File: src/hw/rtl/cmap_format4_glyph_lookup_top_assert.svh
// Assertion macros shared by the lookup block.
`ifndef CMAP_FORMAT4_GLYPH_LOOKUP_TOP_ASSERT_SVH
`define CMAP_FORMAT4_GLYPH_LOOKUP_TOP_ASSERT_SVH
`ifndef NO_ASSERTIONS
`define CFGL_ASSERT_NOW(lbl, ante, cons) \
  lbl: assert property (@(posedge clk_i) disable iff (!rst_ni) (ante) |-> (cons)) \
    else $error("cfgl assertion failed");
`define CFGL_ASSERT_NEXT(lbl, ante, cons) \
  lbl: assert property (@(posedge clk_i) disable iff (!rst_ni) (ante) |=> (cons)) \
    else $error("cfgl assertion failed");
`else
`define CFGL_ASSERT_NOW(lbl, ante, cons)
`define CFGL_ASSERT_NEXT(lbl, ante, cons)
`endif
`endif

File: src/hw/rtl/cfgl_pkg.sv
package cfgl_pkg;

  localparam int unsigned CodeW   = 16;
  localparam int unsigned CharW   = 21;
  localparam int unsigned SlotW   = 10;
  localparam int unsigned CountW  = 7;
  localparam int unsigned StatusW = 2;
  localparam int unsigned IdxW    = 19;

  localparam logic [1:0] REQ_SEG_LOAD   = 2'd0;
  localparam logic [1:0] REQ_GLYPH_LOAD = 2'd1;
  localparam logic [1:0] REQ_LOOKUP     = 2'd2;

  localparam logic [StatusW-1:0] STS_MAPPED = 2'd0;
  localparam logic [StatusW-1:0] STS_RANGE  = 2'd1;
  localparam logic [StatusW-1:0] STS_MISS   = 2'd2;
  localparam logic [StatusW-1:0] STS_BADIDX = 2'd3;

  localparam logic REG_SEG_COUNT = 1'b0;

  typedef struct packed {
    logic [1:0]       req_type;
    logic [SlotW-1:0] slot;
    logic [CodeW-1:0] end_code;
    logic [CodeW-1:0] start_code;
    logic [CodeW-1:0] id_delta;
    logic [CodeW-1:0] range_offset;
    logic [CodeW-1:0] glyph_word;
    logic [CharW-1:0] char_code;
  } req_t;

  typedef struct packed {
    logic [CodeW-1:0]   glyph_id;
    logic [StatusW-1:0] status;
  } res_t;

  typedef enum logic [2:0] {
    RES_NONE,
    RES_RANGE,
    RES_MISS,
    RES_EVAL,
    RES_GLYPH
  } res_op_e;

  typedef struct packed {
    logic    seg_we;
    logic    glyph_we;
    logic    lookup_start;
    logic    scan;
    logic    hold;
    logic    glyph_rd;
    res_op_e res_op;
  } cmd_t;

  typedef struct packed {
    logic code_high;
    logic hit;
    logic exhausted;
    logic need_glyph;
  } sts_t;

endpackage

File: src/hw/rtl/cfgl_ctrl.sv
`include "cmap_format4_glyph_lookup_top_assert.svh"

module cfgl_ctrl (
  input  logic            clk_i,
  input  logic            rst_ni,
  input  logic            start,
  input  logic [1:0]      req_type_i,
  input  cfgl_pkg::sts_t  sts_i,
  output cfgl_pkg::cmd_t  cmd_o,
  output logic            busy,
  output logic            res_valid_o
);
  import cfgl_pkg::*;

  localparam logic [2:0] ST_IDLE  = 3'd0;
  localparam logic [2:0] ST_SCAN  = 3'd1;
  localparam logic [2:0] ST_EVAL  = 3'd2;
  localparam logic [2:0] ST_GWAIT = 3'd3;

  logic [2:0] state_q, state_d;
  logic       res_valid_q;

  always_comb begin
    state_d = state_q;
    cmd_o   = '{default: '0, res_op: RES_NONE};
    unique case (state_q)
      ST_IDLE: begin
        if (start) begin
          unique case (req_type_i)
            REQ_SEG_LOAD:   cmd_o.seg_we = 1'b1;
            REQ_GLYPH_LOAD: cmd_o.glyph_we = 1'b1;
            REQ_LOOKUP: begin
              if (sts_i.code_high) begin
                cmd_o.res_op = RES_RANGE;
              end else begin
                cmd_o.lookup_start = 1'b1;
                state_d = ST_SCAN;
              end
            end
            default: ;
          endcase
        end
      end
      ST_SCAN: begin
        if (sts_i.hit) begin
          cmd_o.hold = 1'b1;
          state_d = ST_EVAL;
        end else if (sts_i.exhausted) begin
          cmd_o.res_op = RES_MISS;
          state_d = ST_IDLE;
        end else begin
          cmd_o.scan = 1'b1;
        end
      end
      ST_EVAL: begin
        if (sts_i.need_glyph) begin
          cmd_o.glyph_rd = 1'b1;
          state_d = ST_GWAIT;
        end else begin
          cmd_o.res_op = RES_EVAL;
          state_d = ST_IDLE;
        end
      end
      ST_GWAIT: begin
        cmd_o.res_op = RES_GLYPH;
        state_d = ST_IDLE;
      end
      default: state_d = ST_IDLE;
    endcase
  end

  always_ff @(posedge clk_i or negedge rst_ni) begin
    if (!rst_ni) begin
      state_q     <= ST_IDLE;
      res_valid_q <= 1'b0;
    end else begin
      state_q     <= state_d;
      res_valid_q <= (cmd_o.res_op != RES_NONE);
    end
  end

  assign busy        = (state_q != ST_IDLE);
  assign res_valid_o = res_valid_q;

  `CFGL_ASSERT_NOW(a_word_in_idle, res_valid_q, state_q == ST_IDLE)
  `CFGL_ASSERT_NEXT(a_hit_to_eval, (state_q == ST_SCAN) && sts_i.hit, state_q == ST_EVAL)
  `CFGL_ASSERT_NOW(a_eval_after_scan, state_q == ST_EVAL, $past(state_q) == ST_SCAN)

endmodule

File: config.mk
export PLATFORM = sky130hd
export DESIGN_NAME = cfgl_ctrl
export DESIGN_NICKNAME = d
export VERILOG_FILES = /design/src/hw/rtl/cfgl_pkg.sv /design/src/hw/rtl/cfgl_ctrl.sv
export VERILOG_INCLUDE_DIRS = /design/src /design/src/hw/rtl
export SDC_FILE = /design/constraint.sdc
export NUM_CORES = 1
export LEC_CHECK = 0
export BUFFER_PORTS_ARGS = -buffer_cell sky130_fd_sc_hd__buf_2
export CORE_AREA = 2 2 39 41
export DETAILED_ROUTE_END_ITERATION = 10
export DIE_AREA = 0 0 41 43
export SYNTH_ARGS = -nofsm -noshare
export SYNTH_HDL_FRONTEND = slang
export SYNTH_SLANG_ARGS = --single-unit
File: constraint.sdc
create_clock -name clk_i -period 2.75 [get_ports clk_i]
set_input_delay 0.4125 -clock clk_i [delete_from_list [all_inputs] [get_ports clk_i]]
set_output_delay 0.4125 -clock clk_i [all_outputs]
set_load 0.01 [all_outputs]
# Word level (Yosys, flattened, before mapping)
# Index checks and enable logic that the tools add are counted.
# classes
n_eq_ne	9
muxes	26
reduce_logical	5
# op_table
op	count
two-way mux 3 bit	7
two-way mux 1 bit	12
one-hot mux 3 bit (4 select lines)	1
two-way mux 2 bit	5
one-hot mux 3 bit (3 select lines)	1
== test 3 x 2 -> 1 bit, second input constant	2
nonzero test 3 bit	2
!= test 2 bit, second input constant	2
AND reduction 4 bit	1
== test 3 x 1 -> 1 bit, second input constant	1
logical NOT 3 bit	1
!= test 3 bit, second input constant	1
== test 2 x 1 -> 1 bit, second input constant	1
== test 2 bit, second input constant	1
logical NOT 2 bit	1
!= test 2 x 1 -> 1 bit, second input constant	1
# totals
out_inout_bits	11
register_bits	4
word_cells	42
inputBits	9

# Depth between registers and ports, before layout
# Gate-level depths: netlist of the first run.
# depth
word_depth	5
ltp_mapped	4
mapped_depth_nobuf	3

# Worst setup path before layout of the first run
# No wires, ideal clock.
# synth_timing
path_type	reg2out
from	register state_q[1]
to	output cmd_o[6] (netlist name)
path_stages_with_launch	4
n_path_buf	1
t_required_ns	2.338
slack_ns	1.313
arrival_time_ns	1.025
cell_sequence	dfrtp_1 buf_6 nor4b_2 and3b_1
# synth_lines
item	line	source
start, declared	cfgl_ctrl.sv:20	logic [2:0] state_q, state_d;
start signal, assigned	cfgl_ctrl.sv:77	state_q <= state_d;
end, declared	cfgl_ctrl.sv:9	output cfgl_pkg::cmd_t cmd_o,

==> metrics.md, run 1 <==
| Metric | Value |
|---|---|
| R2r worst-path depth | `3` |
| Yosys top cell area share | `33.9%` |
| Avg Inst Size Synth | `8.52 sq um` |
| Post-synthesis mux area share | `0%` |
| Sequential fraction of the synthesis area | `33.9%` |
| Max Cap Viol | `0` |
| Post-CTS sizing | `0` |
| Status | `complete, no violations` |
| Slew margin rel. | `76.3%` |
| Endpoints failing setup | `0` |
| FP Rows | `14` |
| Top cells by area, synth | `dfrtp_1, nand3_1, inv_1` |
| WL/cell | `9.85 um` |
| Reg2reg start | `state_q[1]` |
| Io pins | `20` |
| Slew Viols, Final | `0` |
| Crit Path Class | `reg2out` |
| WL final | `640 um` |
| PD cells | `517 nW/um^2` |
| Crit-path max FO | `9` |
| Final Core Density | `26.1%` |
| Final nets | `59` |
| Minimum clock period | `1.85 ns` |
| Compound-Gate Fraction of Synth Area | `4.52%` |
| Largest net degree at the start of global routing | `10` |
| Vias per std cell | `4.11` |
| Leakage power total | `0.230 nW` |
| Iteration-0 DRC Markers | `3` |
| Clk_lat worst skew | `0.23 ns` |
| Highest Clock Rate | `541 MHz` |
| Die area | `1760 sq um` |
| Adder-cell area share of the yosys netlist | `0%` |
| GPL Wtd Cong | `0.720` |
| Ys flop type | `dfrtp_1` |
| Number of synthesized flops with an enable pin | `0` |
| Most frequent cell after synthesis | `inv_1` |
| Yosys reg bits | `3` |
| Setup TNS | `0 ns` |
| Netlist cell types | `17` |
| R2R Path End | `state_q[0]` |
| R2r setup slk | `1.50 ns` |
| Synth Area in XOR/XNOR | `0%` |
| Mapped Nets | `35` |
| Critical Path AT | `1.44 ns` |
| Total grt overflow | `0` |
| Vias | `267` |
| Worst Path Required | `2.34 ns` |
| Clk_skew | `0.000257 ns` |
| Worst-margin pin slew | `0.352 ns` |
| CTS Root Cell | `clkbuf_4` |
| Crit path launch type | `flop` |
| P&R area growth vs syn | `63.3%` |
| TritonCTS clock tree | `built` |
| Clock sinks | `3` |
| Number of diodes | `0` |
| Post-Syn Instances | `26` |
| Netlist Area Pre-Place | `221 sq um` |
| Min-Delay Startpoint | `sts_i[3]` |
| Core area | `1380 sq um` |
| Port buffer count | `19` |
| Crit share post-route | `67.2%` |
| Hold-fix buffers, CTS | `1` |
| Top cells by count, synth | `inv_1, dfrtp_1, nand3_1` |
| Leading area contributor after synthesis | `dfrtp_1` |
| Max Root-Sink Buffers | `2` |
| Die Y | `43 um` |
| Total track usage | `9.25%` |
| CTS clk-pin slew, worst paths | `0.04 ns` |
| Post-Synth Simple-Gate Area | `49.7%` |
| Max H-tree Level | `1` |
| Post-CTS Setup Bufs | `0` |
| Number of global-route vias before repair | `259` |
| Synthesis warning total | `0` |
| Share of post-route cells with drive strength above 1 | `49.0%` |
| Antenna violations before repair | `0` |
| RSZ-0062 raised after global routing | `no` |
| DRC viols | `0` |
| Global-route wire length before repair | `1050 um` |
| Ys async rst share | `100%` |
| Starting Density | `16.0%` |
| DRT antenna net count | `0` |
| Critical path capture point type | `output pin` |
| Combinational family with the most area after synthesis | `simple AND/OR/NAND/NOR gates` |
| Hold crit path type | `in2reg` |
| Drt pass-1 iters | `3` |
| Final Hold Viols | `0` |
| Die X | `41 um` |
| CTS Buf Count | `3` |
| Maximum vdd drop | `0.144 mV` |
| Worst Setup SP | `state_q[1]` |
| Critical path endpoint | `cmd_o[6]` |
==> flip-flops by register name, indices dropped and copies added, names as in the netlist <==
register	flops
res_valid_o	1
state_q	2
==> cells by family after synthesis <==
logic type             Yosys count
buffers and inverters            5
flip-flops                       3
AND/OR/NAND/NOR                 16
AO/OA/AOI/OAI                    2
==> layout by cell type (no fill, tap or decap), types with 2 or more instances in the layout <==
| cell | n |
|---|---|
| buf_2 | 19 |
| clkbuf_4 | 3 |
| dfrtp_1 | 3 |
| inv_1 | 4 |
| nand3_1 | 3 |
| nand3b_1 | 2 |
| o21ai_0 | 2 |
==> power breakdown <==
| part | internal [mW] | switching (mW) | total [mW] |
|---|---|---|---|
| logic | 0.0252 | 0.0264 | 0.0517 |
| clock network | 0.0543 | 0.0220 | 0.0763 |
| registers | 0.0503 | 0.00873 | 0.0590 |
| total | 0.130 | 0.0571 | 0.187 |
==> per-layer routing <==
metal	routed length [um]	track usage, %	vias up
met5	0	0	-
met4	0	8.00	0
met3	49	3.66	0
met2	315	12.5	12
met1	275	10.6	118
li1	-	-	137
==> critical path, cell delays in order (launching register included) <==
cell,delay [ns]
dfrtp_1,0.46
nor4b_2,0.38
and3b_1,0.23
buf_2,0.13
==> cell type report <==
class | count | area (sq um)
fillers | 166 | 1020
multi-input cells | 18 | 120
repair buffers | 20 | 105
flip-flops and latches | 3 | 75.1
clock buffers | 4 | 26.3
well taps | 16 | 20.0
inverters | 4 | 15.0
==> metrics by stage <==
step	hold slack [ns]	area, sq um	setup slack (ns)	cells	total power [mW]
detailed placement	0.211	325	1.14	60	0.111
CTS	0.490	362	0.895	65	0.191
finish	0.493	362	0.901	65	0.187
global route	0.509	362	0.820	65	0.201
global placement	0.211	325	1.18	60	0.110
floorplan	0.117	221	1.31	26	0.0893
==> worst min path at each step <==
stage | depth (start not counted) | to | slack [ns]
after CTS | 3 | res_valid_o | 0.49
final | 3 | res_valid_o | 0.49
after floorplan | 0 | res_valid_o | 0.12
after global routing | 2 | state_q[0] | 0.51
after detailed placement | 1 | res_valid_o | 0.21
after global placement | 1 | res_valid_o | 0.21
No activity file was read; power rests on OpenSTA's default activity.
==> run 2: changes to the inputs <==
ABC_AREA = 1   (was unset)
clock period = 1.6 ns   (was 2.75 ns; I/O delays follow)
==> run 2 against run 1 <==
Against the previous run:
- register-to-register slack lost 0.76 ns
- hold slack got worse by 0.18 ns
- sequential share of layout area shrank 1.3 points
- cell area rose by 6.9%
- via count rose by 10%
- sequential cell count is the same
- critical endpoint is now cmd_o[8]
- highest routed layer is now met4
==> metrics.md, run 2 <==
| Metric | Value |
|---|---|
| Drt pass-1 iters | `4 (+1)` |
| P&R area growth vs syn | `64.4%` |
| Most flops, register | `state_q` |
| FP Rows | `14 (unchanged)` |
| Netlist Area Pre-Place | `235 sq um (+6.2%)` |
| WL final | `561 um (-12%)` |
| Vias per std cell | `3.83 (-6.7%)` |
| Post-CTS sizing | `0 (unchanged)` |
| Mapped Nets | `46 (+31%)` |
| Met2 WL | `252 um (-20%)` |
| Clock power frac | `39.1% (-1.7 points)` |
| RSZ-0062 raised after global routing | `no` |
| Flip-flop count of the largest register after layout | `2 (unchanged)` |
| CP max stage cell | `dfrtp_1` |
| Max Cap Viol | `0 (unchanged)` |
| Slew Viols, Final | `0 (unchanged)` |
| TritonCTS clock tree | `built` |
| CTS clk-pin slew, worst paths | `0.03 ns (about the same)` |
| Worst path top cell family by delay | `flip-flops` |
| Minimum clock period | `1.39 ns` |
| Status | `complete, no violations` |
| Top cells by count, synth | `inv_1, nand3_1, nand2_1, nor2_1, dfrtp_1` |
| Maximum vdd drop | `0.279 mV (+94%)` |
| Wl on met1 | `239 um (-13%)` |
| Hold-critical path depth | `3 (unchanged)` |
| Synthesis warning total | `0 (unchanged)` |
| Crit share post-route | `86.7%` |
| Antenna violations before repair | `0 (unchanged)` |
| FILL cells | `159 (-4.2%)` |
| Port buffer count | `19 (unchanged)` |
| Endpoints failing setup | `0 (unchanged)` |
| Crit path cell chain | `nor2_2 -> inv_2 -> nor4_2 -> buf_2` |
| Total track usage | `7.94% (-1.3 points)` |
| Worst stage delay on the critical path | `0.42 ns (-0.04 ns)` |
| Yosys reg bits | `3 (unchanged)` |
| Critical path capture point type | `output pin` |
| Final nets | `71 (+20%)` |
| Buf+Inv Stages, Crit Path | `2 (+1)` |
| Slew margin rel. | `88.8% (+12 points)` |
| Most frequent cell after synthesis | `inv_1` |
| Crit. path cell count | `4 (+1)` |
| Clk_skew | `0.00142 ns (+0.00116 ns)` |
| Largest net degree at the start of global routing | `6 (-4)` |
| Die area | `1760 sq um (unchanged)` |
| Worst-margin pin slew | `0.166 ns (-0.185 ns)` |
| Avg Inst Size Synth | `6.36 sq um (-25%)` |
| Most common cell after layout, fill and taps aside | `buf_2` |
| Worst Path Required | `1.36 ns (-0.98 ns)` |
| CTS Buf Count | `3 (unchanged)` |
| Setup TNS | `0 ns (unchanged)` |
| Netlist cell types | `11 (-6)` |
| Number of synthesized flops with an enable pin | `0 (unchanged)` |
| R2R Path End | `state_q[0]` |
| Post-CTS Setup Bufs | `0 (unchanged)` |
| Die Y | `43 um (unchanged)` |
| Fin Hold WS | `0.312 ns (-0.181 ns)` |
| DRC viols | `0 (unchanged)` |
| Critical path endpoint | `cmd_o[8]` |
| Hold crit path type | `in2reg` |
| Reg2reg start | `state_q[1]` |
| Worst Setup SP | `state_q[1]` |
| Seq pwr share | `29.4% (-2.2 points)` |
| Global-route wire length before repair | `903 um (-14%)` |
| Sequential fraction of the synthesis area | `31.9% (-2.0 points)` |
| Ys async rst share | `100% (unchanged)` |
| Metal3 WL | `54 um (+10%)` |
| Leading area contributor after synthesis | `dfrtp_1` |
| R2r worst-path depth | `3 (unchanged)` |
| Starting Density | `17.0% (+0.99 points)` |
| WL/cell | `7.29 um (-26%)` |
| Max H-tree Level | `1 (unchanged)` |
| CTS Root Cell | `clkbuf_4` |
| Leakage power total | `0.284 nW (+23%)` |
| Ys flop type | `dfrtp_1` |
| Top sig layer | `met4` |
| PD cells | `844 nW/um^2 (+63%)` |
| Die X | `41 um (unchanged)` |
| Number of global-route vias before repair | `246 (-5.0%)` |
| Io pins | `20 (unchanged)` |
| GPL Wtd Cong | `0.668 (-7.3%)` |
| R2r setup slk | `0.74 ns (-0.76 ns)` |
| Post-Syn Instances | `37 (+42%)` |
| Crit-path max FO | `5 (-4)` |
| Top cells by area, synth | `dfrtp_1, inv_1, nand3_1` |
| Commonest cells after routing, fill and taps aside | `buf_2, inv_1, nand3_1, nand2_1, nor2_1` |
| Power Internal | `223 uW (+72%)` |
| Share of post-route cells with drive strength above 1 | `45.9% (-3.1 points)` |
| Vias | `295 (+10%)` |
| Highest Clock Rate | `721 MHz` |
| Comb pwr share | `31.5% (+3.9 points)` |
| Crit Path Class | `reg2out` |
| Max Root-Sink Buffers | `2 (unchanged)` |
| Number of diodes | `0 (unchanged)` |
| Clk_lat worst skew | `0.23 ns (about the same)` |
| Yosys top cell area share | `31.9% (-2.0 points)` |
| Iteration-0 DRC Markers | `2 (-1)` |
| Critical Path AT | `1.15 ns (-0.29 ns)` |
| Crit path launch type | `flop` |
| DRT antenna net count | `0 (unchanged)` |
| HPWL after DPL | `522 um` |
| P_sw | `104 uW (+81%)` |
| Sw Share | `31.7% (+1.2 points)` |
| Core area | `1380 sq um (unchanged)` |
| Hold-fix buffers, CTS | `1 (unchanged)` |
| Final Hold Viols | `0 (unchanged)` |
| Clock sinks | `3 (unchanged)` |
| Total grt overflow | `0 (unchanged)` |
## run 2: cell types whose count changed in the layout (fill, tap and decap cells not counted), sizes merged, moves of 3 or more
| cell | previous run | this run |
|---|---|---|
| inv | 4 | 12 |
| nor2 | 1 | 7 |
| nand2 | 1 | 5 |
| nand3 | 3 | 6 |
## run 2: power by group through the flow
stage | clock (mW) | combinational [mW] | sequential (mW)
detailed placement | 0 | 0.103 | 0.0969
finish | 0.127 | 0.103 | 0.0959
global route | 0.145 | 0.119 | 0.0973
floorplan | 0 | 0.0587 | 0.0983
CTS | 0.135 | 0.105 | 0.0961
global placement | 0 | 0.102 | 0.0965
## run 2: layout make-up
| cell class | instances | area [sq um] | area share [%] |
|---|---|---|---|
| multi-input cells | 22 | 115 | 29.8 |
| repair buffers | 20 | 105 | 27.2 |
| flip-flops and latches | 3 | 75.1 | 19.4 |
| inverters | 12 | 45.0 | 11.7 |
| clock buffers | 4 | 26.3 | 6.80 |
| well taps | 16 | 20.0 | 5.18 |
## run 2: cells by family (layout without fill, tap and decap cells)
| kind of cell | Yosys count | after routing | synth area share, % |
|---|---|---|---|
| and+or+nand+nor | 21 | 21 | 45.2 |
| buffers and inverters | 12 | 36 | 19.2 |
| DFF | 3 | 3 | 31.9 |
| AOI/OAI and AO/OA | 1 | 1 | 3.72 |
## run 2: tightest hold or removal path, delay by kind of cell
kind            cells  cell delay (ns)
compound gates      1             0.06
buf+inv             2             0.19
## run 2: how the worst min path moves through the flow
stage	slack, ns	end	startpoint
global route	0.32	state_q[1]	sts_i[2]
global placement	0.04	res_valid_o	rst_ni
detailed placement	0.04	res_valid_o	rst_ni
CTS	0.31	state_q[1]	sts_i[2]
floorplan	-0.06	res_valid_o	rst_ni
finish	0.31	state_q[1]	sts_i[2]
## run 2: routing by layer
layer	vias to the layer above	global-route usage [%]
li1	160	-
met5	-	0
met3	2	4.71
met1	120	9.35
met4	0	6.00
met2	13	10.0
## run 2: through the flow
| stage | area, sq um | instances | power (mW) | worst slack [ns] | util, % |
|---|---|---|---|---|---|
| final | 387 | 77 | 0.326 | 0.213 | 27.9 |
| after CTS | 387 | 77 | 0.336 | 0.194 | 27.9 |
| after global routing | 387 | 77 | 0.361 | 0.0544 | 27.9 |
| after detailed placement | 350 | 72 | 0.200 | 0.445 | 25.3 |
| after floorplan | 235 | 37 | 0.157 | 0.483 | - |
| after global placement | 350 | 72 | 0.198 | 0.451 | 25.3 |
